===== src/rtl/btr_pkg.sv =====
// ----------------------------------------------------------------------------
// btr_pkg
// Types and constants shared by the bus telegram receiver modules.
// ----------------------------------------------------------------------------
package btr_pkg;

	localparam int unsigned HdrBytes = 6;
	localparam int unsigned PosW     = 5;

	typedef enum logic [1:0] {
		ST_HEADER  = 2'd0,
		ST_PAYLOAD = 2'd1,
		ST_ACCEPT  = 2'd2,
		ST_LRCERR  = 2'd3
	} status_t;

	typedef struct packed {
		status_t     frame_status;
		logic [7:0]  payload_byte;
		logic [3:0]  payload_index;
		logic [7:0]  control_field;
		logic [15:0] source_address;
		logic [15:0] destination_address;
		logic [7:0]  info_field;
		logic [4:0]  payload_length;
	} result_t;

endpackage


===== src/rtl/btr_frame_core.sv =====
// ----------------------------------------------------------------------------
// btr_frame_core
// Telegram framing state, captured header fields and the running LRC.
// Computes the result for the offered byte and updates state on accept.
// ----------------------------------------------------------------------------
module btr_frame_core (
	input  logic                clk,
	input  logic                arst_n,
	input  logic                take,
	input  logic [7:0]          rx_byte,
	input  logic                frame_start,
	output btr_pkg::result_t    result
);

	logic [btr_pkg::PosW-1:0] byte_position_q;
	logic [7:0]               running_xor_q;
	logic [7:0]               control_q;
	logic [15:0]              source_q;
	logic [15:0]              destination_q;
	logic [7:0]               info_q;

	logic [btr_pkg::PosW-1:0] pos;
	logic [btr_pkg::PosW-1:0] pos_next;
	logic [btr_pkg::PosW-1:0] payload_end;
	logic [btr_pkg::PosW-1:0] payload_off;
	logic [7:0]               xor_base;
	logic [7:0]               xor_next;
	logic [7:0]               control_d;
	logic [15:0]              source_d;
	logic [15:0]              destination_d;
	logic [7:0]               info_d;
	logic                     in_header;
	logic                     in_payload;

	always_comb begin
		pos         = frame_start ? '0 : byte_position_q;
		xor_base    = frame_start ? 8'h00 : running_xor_q;
		// First position past the payload, where the check byte sits.
		payload_end = btr_pkg::PosW'(btr_pkg::HdrBytes) + {1'b0, info_q[3:0]} + 5'd1;
		payload_off = pos - btr_pkg::PosW'(btr_pkg::HdrBytes);
		in_header   = pos < btr_pkg::PosW'(btr_pkg::HdrBytes);
		in_payload  = !in_header && (pos < payload_end);

		control_d     = control_q;
		source_d      = source_q;
		destination_d = destination_q;
		info_d        = info_q;
		if (in_header) begin
			unique case (pos[2:0])
				3'd0: control_d = rx_byte;
				3'd1: source_d[15:8] = rx_byte;
				3'd2: source_d[7:0] = rx_byte;
				3'd3: destination_d[15:8] = rx_byte;
				3'd4: destination_d[7:0] = rx_byte;
				default: info_d = rx_byte;
			endcase
		end

		result = '0;
		if (in_header || in_payload) begin
			xor_next = xor_base ^ rx_byte;
			pos_next = pos + 5'd1;
		end else begin
			xor_next = 8'h00;
			pos_next = '0;
		end

		if (in_header) begin
			result.frame_status = btr_pkg::ST_HEADER;
		end else if (in_payload) begin
			result.frame_status  = btr_pkg::ST_PAYLOAD;
			result.payload_byte  = rx_byte;
			result.payload_index = payload_off[3:0];
		end else if (~xor_base == rx_byte) begin
			result.frame_status = btr_pkg::ST_ACCEPT;
		end else begin
			result.frame_status = btr_pkg::ST_LRCERR;
		end

		result.control_field       = control_d;
		result.source_address      = source_d;
		result.destination_address = destination_d;
		result.info_field          = info_d;
		result.payload_length      = {1'b0, info_d[3:0]} + 5'd1;
	end

	always_ff @(posedge clk or negedge arst_n) begin
		if (!arst_n) begin
			byte_position_q <= '0;
			running_xor_q   <= '0;
			control_q       <= '0;
			source_q        <= '0;
			destination_q   <= '0;
			info_q          <= '0;
		end else if (take) begin
			byte_position_q <= pos_next;
			running_xor_q   <= xor_next;
			control_q       <= control_d;
			source_q        <= source_d;
			destination_q   <= destination_d;
			info_q          <= info_d;
		end
	end

`ifndef SYNTHESIS
	// The longest telegram is six header bytes, sixteen payload bytes and the check byte.
	a_pos_range: assert property (@(posedge clk) disable iff (!arst_n)
		byte_position_q <= 5'd22)
		else $error("byte position beyond the check byte");

	a_check_resets: assert property (@(posedge clk) disable iff (!arst_n)
		take && !in_header && !in_payload |=> byte_position_q == '0 && running_xor_q == 8'h00)
		else $error("check byte did not end the telegram");

	a_payload_fits: assert property (@(posedge clk) disable iff (!arst_n)
		take && in_payload |-> {1'b0, payload_off[3:0]} < result.payload_length)
		else $error("payload index past the payload length");
`endif

endmodule


===== src/rtl/btr_out_reg.sv =====
// ----------------------------------------------------------------------------
// btr_out_reg
// Result register toward the master side. It reloads in the same cycle
// that its word is taken, so a byte can be accepted every cycle while the master side takes each word.
// ----------------------------------------------------------------------------
module btr_out_reg (
	input  logic             clk,
	input  logic             arst_n,
	input  logic             load,
	input  btr_pkg::result_t result,
	output logic             free,
	output logic             valid,
	input  logic             taken,
	output btr_pkg::result_t held
);

	logic             valid_q;
	btr_pkg::result_t held_q;

	assign free  = !valid_q || taken;
	assign valid = valid_q;
	assign held  = held_q;

	always_ff @(posedge clk or negedge arst_n) begin
		if (!arst_n) begin
			valid_q <= 1'b0;
		end else if (load) begin
			valid_q <= 1'b1;
		end else if (taken) begin
			valid_q <= 1'b0;
		end
	end

	always_ff @(posedge clk) begin
		if (load) begin
			held_q <= result;
		end
	end

endmodule


===== src/rtl/bus_telegram_receiver_lrc_unit.sv =====
// ----------------------------------------------------------------------------
// bus_telegram_receiver_lrc_unit
// Building-bus telegram receiver with longitudinal check byte.
// ----------------------------------------------------------------------------
// The slave side takes one telegram byte per word; tuser high marks the
// control byte of a new telegram and drops any partial one. Bytes follow as
// control, source high/low, destination high/low, info, info[3:0]+1 payload
// bytes and a check byte, which must equal the complement of the XOR of all
// earlier bytes.
// Every byte yields exactly one word on the master side: tuser gives the
// status (header byte, payload byte, frame accepted, check error) and tdata
// the payload byte and index plus the captured header fields.
// The result word is registered and appears in the cycle after acceptance. Throughput is one
// byte per cycle; the single result register reloads in the cycle its word
// is taken. When the master side stalls, the held word stays and s_tready
// drops until it is taken.
// Reset clears the framing position, the running XOR and the captured
// header fields, and empties the result register.
// ----------------------------------------------------------------------------
module bus_telegram_receiver_lrc_unit (
	input  logic        clk,
	input  logic        arst_n,
	input  logic        s_tvalid,
	output logic        s_tready,
	input  logic [7:0]  s_tdata,  // [7:0] rx_byte
	input  logic        s_tuser,  // [0] frame_start
	output logic        m_tvalid,
	input  logic        m_tready,
	// [7:0] payload_byte, [11:8] payload_index, [19:12] control_field,
	// [35:20] source_address, [51:36] destination_address,
	// [59:52] info_field, [64:60] payload_length, [71:65] zero
	output logic [71:0] m_tdata,
	output logic [1:0]  m_tuser   // [1:0] frame_status
);

	logic             take;
	logic             free;
	btr_pkg::result_t result;
	btr_pkg::result_t held;

	assign s_tready = free;
	assign take     = s_tvalid && free;

	btr_frame_core u_core (
		.clk         (clk),
		.arst_n      (arst_n),
		.take        (take),
		.rx_byte     (s_tdata),
		.frame_start (s_tuser),
		.result      (result)
	);

	btr_out_reg u_out (
		.clk    (clk),
		.arst_n (arst_n),
		.load   (take),
		.result (result),
		.free   (free),
		.valid  (m_tvalid),
		.taken  (m_tready),
		.held   (held)
	);

	assign m_tuser = held.frame_status;
	assign m_tdata = {7'd0, held.payload_length, held.info_field,
		held.destination_address, held.source_address, held.control_field,
		held.payload_index, held.payload_byte};

`ifndef SYNTHESIS
	a_start_is_header: assert property (@(posedge clk) disable iff (!arst_n)
		s_tvalid && s_tready && s_tuser |=> m_tvalid && m_tuser == btr_pkg::ST_HEADER)
		else $error("start byte not reported as a header byte");

	a_non_payload_zero: assert property (@(posedge clk) disable iff (!arst_n)
		m_tvalid && m_tuser != btr_pkg::ST_PAYLOAD |-> m_tdata[11:0] == 12'd0)
		else $error("payload fields set outside a payload byte");

	a_length_matches_info: assert property (@(posedge clk) disable iff (!arst_n)
		m_tvalid |-> m_tdata[64:60] == {1'b0, m_tdata[55:52]} + 5'd1)
		else $error("payload length does not follow the info byte");
`endif

endmodule

===== config.mk =====
export PLATFORM = sky130hd
export DESIGN_NAME = bus_telegram_receiver_lrc_unit
export DESIGN_NICKNAME = d
export VERILOG_FILES = /design/src/rtl/btr_pkg.sv /design/src/rtl/btr_frame_core.sv /design/src/rtl/btr_out_reg.sv /design/src/rtl/bus_telegram_receiver_lrc_unit.sv
export SDC_FILE = /design/constraint.sdc
export NUM_CORES = 1
export LEC_CHECK = 0
export BUFFER_PORTS_ARGS = -buffer_cell sky130_fd_sc_hd__buf_4
export CORE_MARGIN = 2
export CORE_UTILIZATION = 32
export CTS_BUF_LIST = sky130_fd_sc_hd__clkbuf_16
export DETAILED_ROUTE_END_ITERATION = 8
export GPL_TIMING_DRIVEN = 1
export SYNTH_ARGS = -nofsm -noshare
export SYNTH_HDL_FRONTEND = slang
export SYNTH_SLANG_ARGS = --single-unit

===== constraint.sdc =====
create_clock -name clk -period 3.5 [get_ports clk]
set_input_delay 0.525 -clock clk [delete_from_list [all_inputs] [get_ports clk]]
set_output_delay 0.525 -clock clk [all_outputs]
set_load 0.02 [all_outputs]

# == Word-level counts from Yosys, hierarchy flattened ==
# Cells that the tools add are included.
# word_totals
reg_bits,129
memories,0
romBits,0
latchBits,0
out_inout_bits,76
mem_bits_rw,0
# classes
bitwise,3
muxes,18
n_reduce_logical,11
eq_ne,5
shifts,0
magnitude_cmp,2
addsub,5
div_mod_pow,0
n_mul,0
# op_table
op,n
8-bit 2-to-1 mux,10
16-bit 2-to-1 mux,2
"5-bit by 1-bit adder with 5-bit output, second input constant",2
5-bit 2-to-1 mux,2
8-bit equality test,1
8-bit NOT,1
8-bit bitwise XOR,1
"3-bit by 2-bit equality test with 1-bit output, second input constant",2
"3-bit by 4-bit adder with 5-bit output, first input constant",1
"4-bit by 1-bit adder with 5-bit output, second input constant",1
"5-bit by 3-bit less-than comparator with 1-bit output, second input constant",1
5-bit less-than comparator,1
5-bit OR reduction,1
1-bit 2-to-1 mux,4
2-bit OR reduction,2
"4-bit by 3-bit subtractor with 4-bit output, second input constant",1
"3-bit by 1-bit equality test with 1-bit output, second input constant",1
"3-bit equality test, second input constant",1
3-bit zero test,1
1-bit logical AND,2
1-bit zero test,2
1-bit logical OR,2
2-bit nonzero test,1
1-bit NOT,1

# == Depth between registers and ports, before layout ==
# logic_depth
depth_word,6
depth_mapped,13

# == Hierarchy ==
# A second synthesis with hierarchy kept.
# hier_totals
cells_unflattened,422
hier_area_um2,5911.9
# modules_own_cells
mod,area_each_um2,n_inst,cells_each
btr_frame_core,3789.9,1,343
btr_out_reg,2059.5,1,70
bus_telegram_receiver_lrc_unit,62.6,1,9

# == Least setup slack after synthesis ==
# Ideal clock, no wire load.
# synth_path
path_kind,input to register
from,input port s_tuser
to,"register u_out.held_q, in the netlist u_out.held[2] (data pin)"
t_arrival_ps,2958
setup_slack_ps,285
cell_stages,12
setup_ps,257
cell_sequence,buf_4 > clkbuf_1 > nand2b_1 > inv_1 > ha_1 > o21bai_2 > nor4_4 > buf_4 > mux2i_1 > inv_1 > ha_1 > xor2_1
# synth_lines
element,line_no,rtl
"start, declared",bus_telegram_receiver_lrc_unit.sv:26,"input logic s_tuser,"
"end signal, assigned",btr_out_reg.sv:36,held_q <= result;
"end, declared",btr_out_reg.sv:18,btr_pkg::result_t held_q;

==> results_tabular.tex <==
\begin{tabular}{lr}
\hline
Metric & Value \\
\hline
\multicolumn{2}{l}{\textbf{Status}} \\
\quad Status & finished, violations left \\
\quad Violations in the final reports & design-rule violations \\
\multicolumn{2}{l}{\textbf{Global routing}} \\
\quad Pin count of the biggest net entering global routing & 63 \\
\quad Final global-route overflow total & 0 \\
\quad Global routing usage summed across all routing layers & 0.1370 \\
\quad First-pass GRT wire length & 20.64 mm \\
\quad Number of global-route vias before repair & 3877 \\
\quad Number of antenna violations at the first check in global routing & 0 \\
\multicolumn{2}{l}{\textbf{Cells and area}} \\
\quad Final design utilization & 0.4037 \\
\quad Fraction of final layout cells with drive strength greater than 1 & 0.3617 \\
\quad Layout overhead on the synthesized area & 23.21\% \\
\quad Count of nets after finishing & 565 \\
\quad Antenna diode instance count & 0 \\
\quad Non-filler cells in the finished layout & 782 \\
\multicolumn{2}{l}{\textbf{Logic synthesis}} \\
\quad Simple-gate area share of the yosys netlist & 0.09523 \\
\quad Multiplexer area fraction after synthesis & 0.1453 \\
\quad Xor and xnor area share after synthesis & 0.01478 \\
\quad Cells after Synth & 463 \\
\quad Flip-flop and latch count after synthesis & 129 \\
\quad Top-area cell type share of the netlist area & 0.3395 \\
\quad Dominant cell type by area after synthesis & sky130\_fd\_sc\_hd\_\_edfxtp\_1 \\
\quad Number of different library cells in the post-synthesis netlist & 42 \\
\quad Post-Synthesis Mean Instance Area & 12.80 um\^{}2 \\
\quad Number of warnings printed during yosys synthesis & 0 \\
\quad Post-Syn Area & 0.005926 mm\^{}2 \\
\quad Combinational family with the most area after synthesis & multiplexers \\
\quad Area contributors post-synth & sky130\_fd\_sc\_hd\_\_edfxtp\_1 34\%, sky130\_fd\_sc\_hd\_\_dfrtp\_1 26\%, sky130\_fd\_sc\_hd\_\_mux2\_2 12\% \\
\quad Post-Synth Adder-Cell Area & 0.02534 \\
\quad Synthesized-area fraction occupied by ao, oa, aoi and oai cells & 0.07876 \\
\quad Share of synthesized area occupied by flip-flops and latches & 0.6014 \\
\multicolumn{2}{l}{\textbf{Route}} \\
\quad Average routed wire per standard cell & 16.62 um \\
\quad DRT antenna net count & 0 \\
\quad Total wire length & 12.99 mm \\
\quad \# DRC & 7 \\
\quad Initial DRT Pass Iterations & 8 \\
\quad Iteration-0 DRC Markers & 371 \\
\quad Vias per cell & 4.864 \\
\quad Total number of vias & 3804 \\
\multicolumn{2}{l}{\textbf{Placed design}} \\
\quad Port Buffer Count & 81 \\
\quad Cell count after placement & 750 \\
\quad Half-perimeter wire length after placement & 8.706 mm \\
\quad Last weighted congestion value of the routability-driven placer & 0.8323 \\
\multicolumn{2}{l}{\textbf{Worst setup path}} \\
\quad Required time at the worst-slack endpoint & 3.66 ns \\
\quad Setup crit start kind & input port \\
\quad Critical Path Sink Type & register \\
\quad Kind of critical path & input port to register \\
\quad Biggest fanout along the worst timing path & 36 \\
\quad WP data arrival & 2.95 ns \\
\multicolumn{2}{l}{\textbf{Flow run}} \\
\quad \# Max-Cap Violations & 0 \\
\multicolumn{2}{l}{\textbf{Floorplan}} \\
\quad Core region area & 0.01809 mm\^{}2 \\
\quad Die H & 140.1 um \\
\quad Top-Level Pins & 89 \\
\quad Starting utilization of the core area & 0.3276 \\
\quad Die area & 0.01962 mm\^{}2 \\
\quad Horizontal extent of the die & 140.1 um \\
\quad Number of rows created at floorplan & 49 \\
\multicolumn{2}{l}{\textbf{Clock network}} \\
\quad Clock buffer count from CTS & 17 \\
\quad Clock Pin Slew Worst Setup and Hold Paths & 0.05 ns \\
\quad TritonCTS clock tree & built \\
\quad CTS sink count & 129 \\
\quad Total setup buffers inserted after CTS & 0 \\
\quad Maximum buffer depth of the clock tree & 2 \\
\quad Clock Root Buffer & sky130\_fd\_sc\_hd\_\_clkbuf\_16 \\
\quad Resized Gates After CTS & 0 \\
\quad Source-to-sink clock delay at the later pin of the worst-skew pair & 0.42 ns \\
\quad Number of hold buffers added after cts & 0 \\
\quad Number of H-tree branching levels & 4 \\
\multicolumn{2}{l}{\textbf{STA}} \\
\quad Minimum clock period after layout & 2.784 ns \\
\quad Period utilization & 0.7953 \\
\quad Final sum of negative setup slack & 0 ns \\
\quad Unrepaired setup endpoints after global routing & false \\
\quad Worst Tran Pin Value & 0.8354 ns \\
\quad Hold violation count in the final report & 0 \\
\quad Relative slew slack & 0.4431 \\
\quad Setup-violating endpoint count in the final report & 0 \\
\quad Final max-slew violation count & 0 \\
\quad Worst clock skew & 0.008454 ns \\
\quad Maximum clock frequency & 359.3 MHz \\
\multicolumn{2}{l}{\textbf{Power and ir drop}} \\
\quad Power density over the cells & 783.6 mW/mm\^{}2 \\
\quad Static Leakage & 3.129 nW \\
\quad Worst-case vdd ir drop & 360.0 uV \\
\multicolumn{2}{l}{\textbf{Min path}} \\
\quad Path class of the lowest-slack min-delay path & input port to asynchronous set/reset pin \\
\hline
\end{tabular}
synth_stat cells:
| master | n |
|---|---|
| sky130_fd_sc_hd__o211ai_1 | 4 |
| sky130_fd_sc_hd__nand2b_1 | 7 |
| sky130_fd_sc_hd__mux2_4 | 8 |
| sky130_fd_sc_hd__o21bai_2 | 1 |
| sky130_fd_sc_hd__nor2b_1 | 3 |
| sky130_fd_sc_hd__nor3b_1 | 1 |
| sky130_fd_sc_hd__xnor2_1 | 3 |
| sky130_fd_sc_hd__o21ba_2 | 2 |
| sky130_fd_sc_hd__ha_1 | 12 |
| sky130_fd_sc_hd__a21oi_1 | 7 |
| sky130_fd_sc_hd__buf_1 | 1 |
| sky130_fd_sc_hd__mux2_2 | 63 |
| sky130_fd_sc_hd__a21boi_1 | 1 |
| sky130_fd_sc_hd__o21ai_0 | 44 |
| sky130_fd_sc_hd__nand3_1 | 5 |
| sky130_fd_sc_hd__inv_1 | 11 |
| sky130_fd_sc_hd__nand2_1 | 50 |
| sky130_fd_sc_hd__buf_2 | 9 |
| sky130_fd_sc_hd__conb_1 | 1 |
| sky130_fd_sc_hd__clkbuf_1 | 19 |
| sky130_fd_sc_hd__nor4b_1 | 2 |
| sky130_fd_sc_hd__o31ai_1 | 4 |
| sky130_fd_sc_hd__nor3_1 | 4 |
| sky130_fd_sc_hd__nor2_1 | 16 |
| sky130_fd_sc_hd__mux2_1 | 1 |
| sky130_fd_sc_hd__nand2_4 | 1 |
| sky130_fd_sc_hd__a31oi_1 | 4 |
| sky130_fd_sc_hd__nor2_4 | 1 |
| sky130_fd_sc_hd__and3_1 | 12 |
| sky130_fd_sc_hd__edfxtp_1 | 67 |
| sky130_fd_sc_hd__mux2i_1 | 2 |
| sky130_fd_sc_hd__nor2_2 | 4 |
| sky130_fd_sc_hd__a22oi_1 | 8 |
| sky130_fd_sc_hd__nand4_1 | 1 |
| sky130_fd_sc_hd__dfrtp_1 | 62 |
| sky130_fd_sc_hd__nand3b_1 | 1 |
| sky130_fd_sc_hd__and2_0 | 1 |
| sky130_fd_sc_hd__nor4bb_1 | 2 |
| sky130_fd_sc_hd__xor2_1 | 7 |
| sky130_fd_sc_hd__buf_4 | 9 |
| sky130_fd_sc_hd__a2111oi_4 | 1 |
| sky130_fd_sc_hd__nor4_4 | 1 |
where the power goes:
part           internal, mW  switching, mW
combinational         0.778          0.825
clock                  1.10          0.622
sequential             2.14          0.259
per-stage QoR:
step           hold slack (ns)  power, mW  area, um^2  setup slack (ns)
2_1_floorplan           0.2294      3.491        5948            0.2849
3_3_place_gp            0.4622      3.969        6723            0.4323
3_5_place_dp            0.4705      4.027        6723            0.2813
4_1_cts                 0.2330      5.779        7301            0.7235
5_1_grt                 0.2715      6.043        7301            0.5113
6_report                0.2153      5.721        7301            0.7165
cell usage in the layout (no fill, tap or decap), drive strengths merged, types with 8 or more instances in the layout:
master	n
nor2	21
inv	14
mux2	72
o21ai	44
edfxtp	67
ha	12
a22oi	8
and3	12
clkbuf	17
buf	90
nand2	51
dfrtp	62
state kept, by name, indices dropped and copies added (netlist names):
register / flops
u_out.held: 67
u_core.info_q: 8
u_core.source_q: 16
u_core.running_xor_q: 8
u_core.control_q: 8
u_out.valid: 1
u_core.destination_q: 16
u_core.byte_position_q: 5
final cells by class:
type                    count  area [um^2]
multi-input cells         291         2156
fillers                  1667        10790
repair buffers             90        675.6
well taps                 229        286.5
clock inverters            15        152.6
flip-flops and latches    129         3563
inverters                  11        41.29
clock buffers              17        425.4
logic make-up (layout without fill, tap and decap cells):
logic type                 after synthesis  count (layout)
DFF                                    129             129
and+or+nand+nor                        112             112
AOI/OAI and AO/OA                       76              76
muxes                                   74              74
buffers and inverters                   49             133
adders and majority gates               12              12
xor gates and xnor gates                10              10
other                                    1               7
critical path: stages:
cell	delay, ns
sky130_fd_sc_hd__buf_4	0.32
sky130_fd_sc_hd__nand2b_1	0.22
sky130_fd_sc_hd__inv_1	0.12
sky130_fd_sc_hd__ha_1	0.28
sky130_fd_sc_hd__o21bai_2	0.33
sky130_fd_sc_hd__nor4_4	0.36
sky130_fd_sc_hd__buf_4	0.26
sky130_fd_sc_hd__o21ai_0	0.14
sky130_fd_sc_hd__ha_1	0.23
sky130_fd_sc_hd__xor2_1	0.16
worst paths after layout:
check,from,to,slack [ns],cells after the start
worst max-delay path,s_tuser,u_out.held[2],0.72,10
worst min-delay path,arst_n,u_core.byte_position_q[1],0.22,1
worst max register to register,u_core.byte_position_q[1],u_out.held[2],0.84,9
worst min register to register,u_core.control_q[2],u_core.control_q[2],0.48,2
max in group asynchronous,arst_n,u_core.destination_q[5],2.74,1
min in group clk,s_tvalid,u_out.valid,0.31,2
routing by layer:
layer  part of all wire  GRT usage  wire, um
met4              0.021    0.05423       274
met1               0.47     0.1807      6048
met3              0.058    0.04000       757
met5                  0          0         0
met2               0.46     0.2136      5912
(Power assumes the default switching activity.)
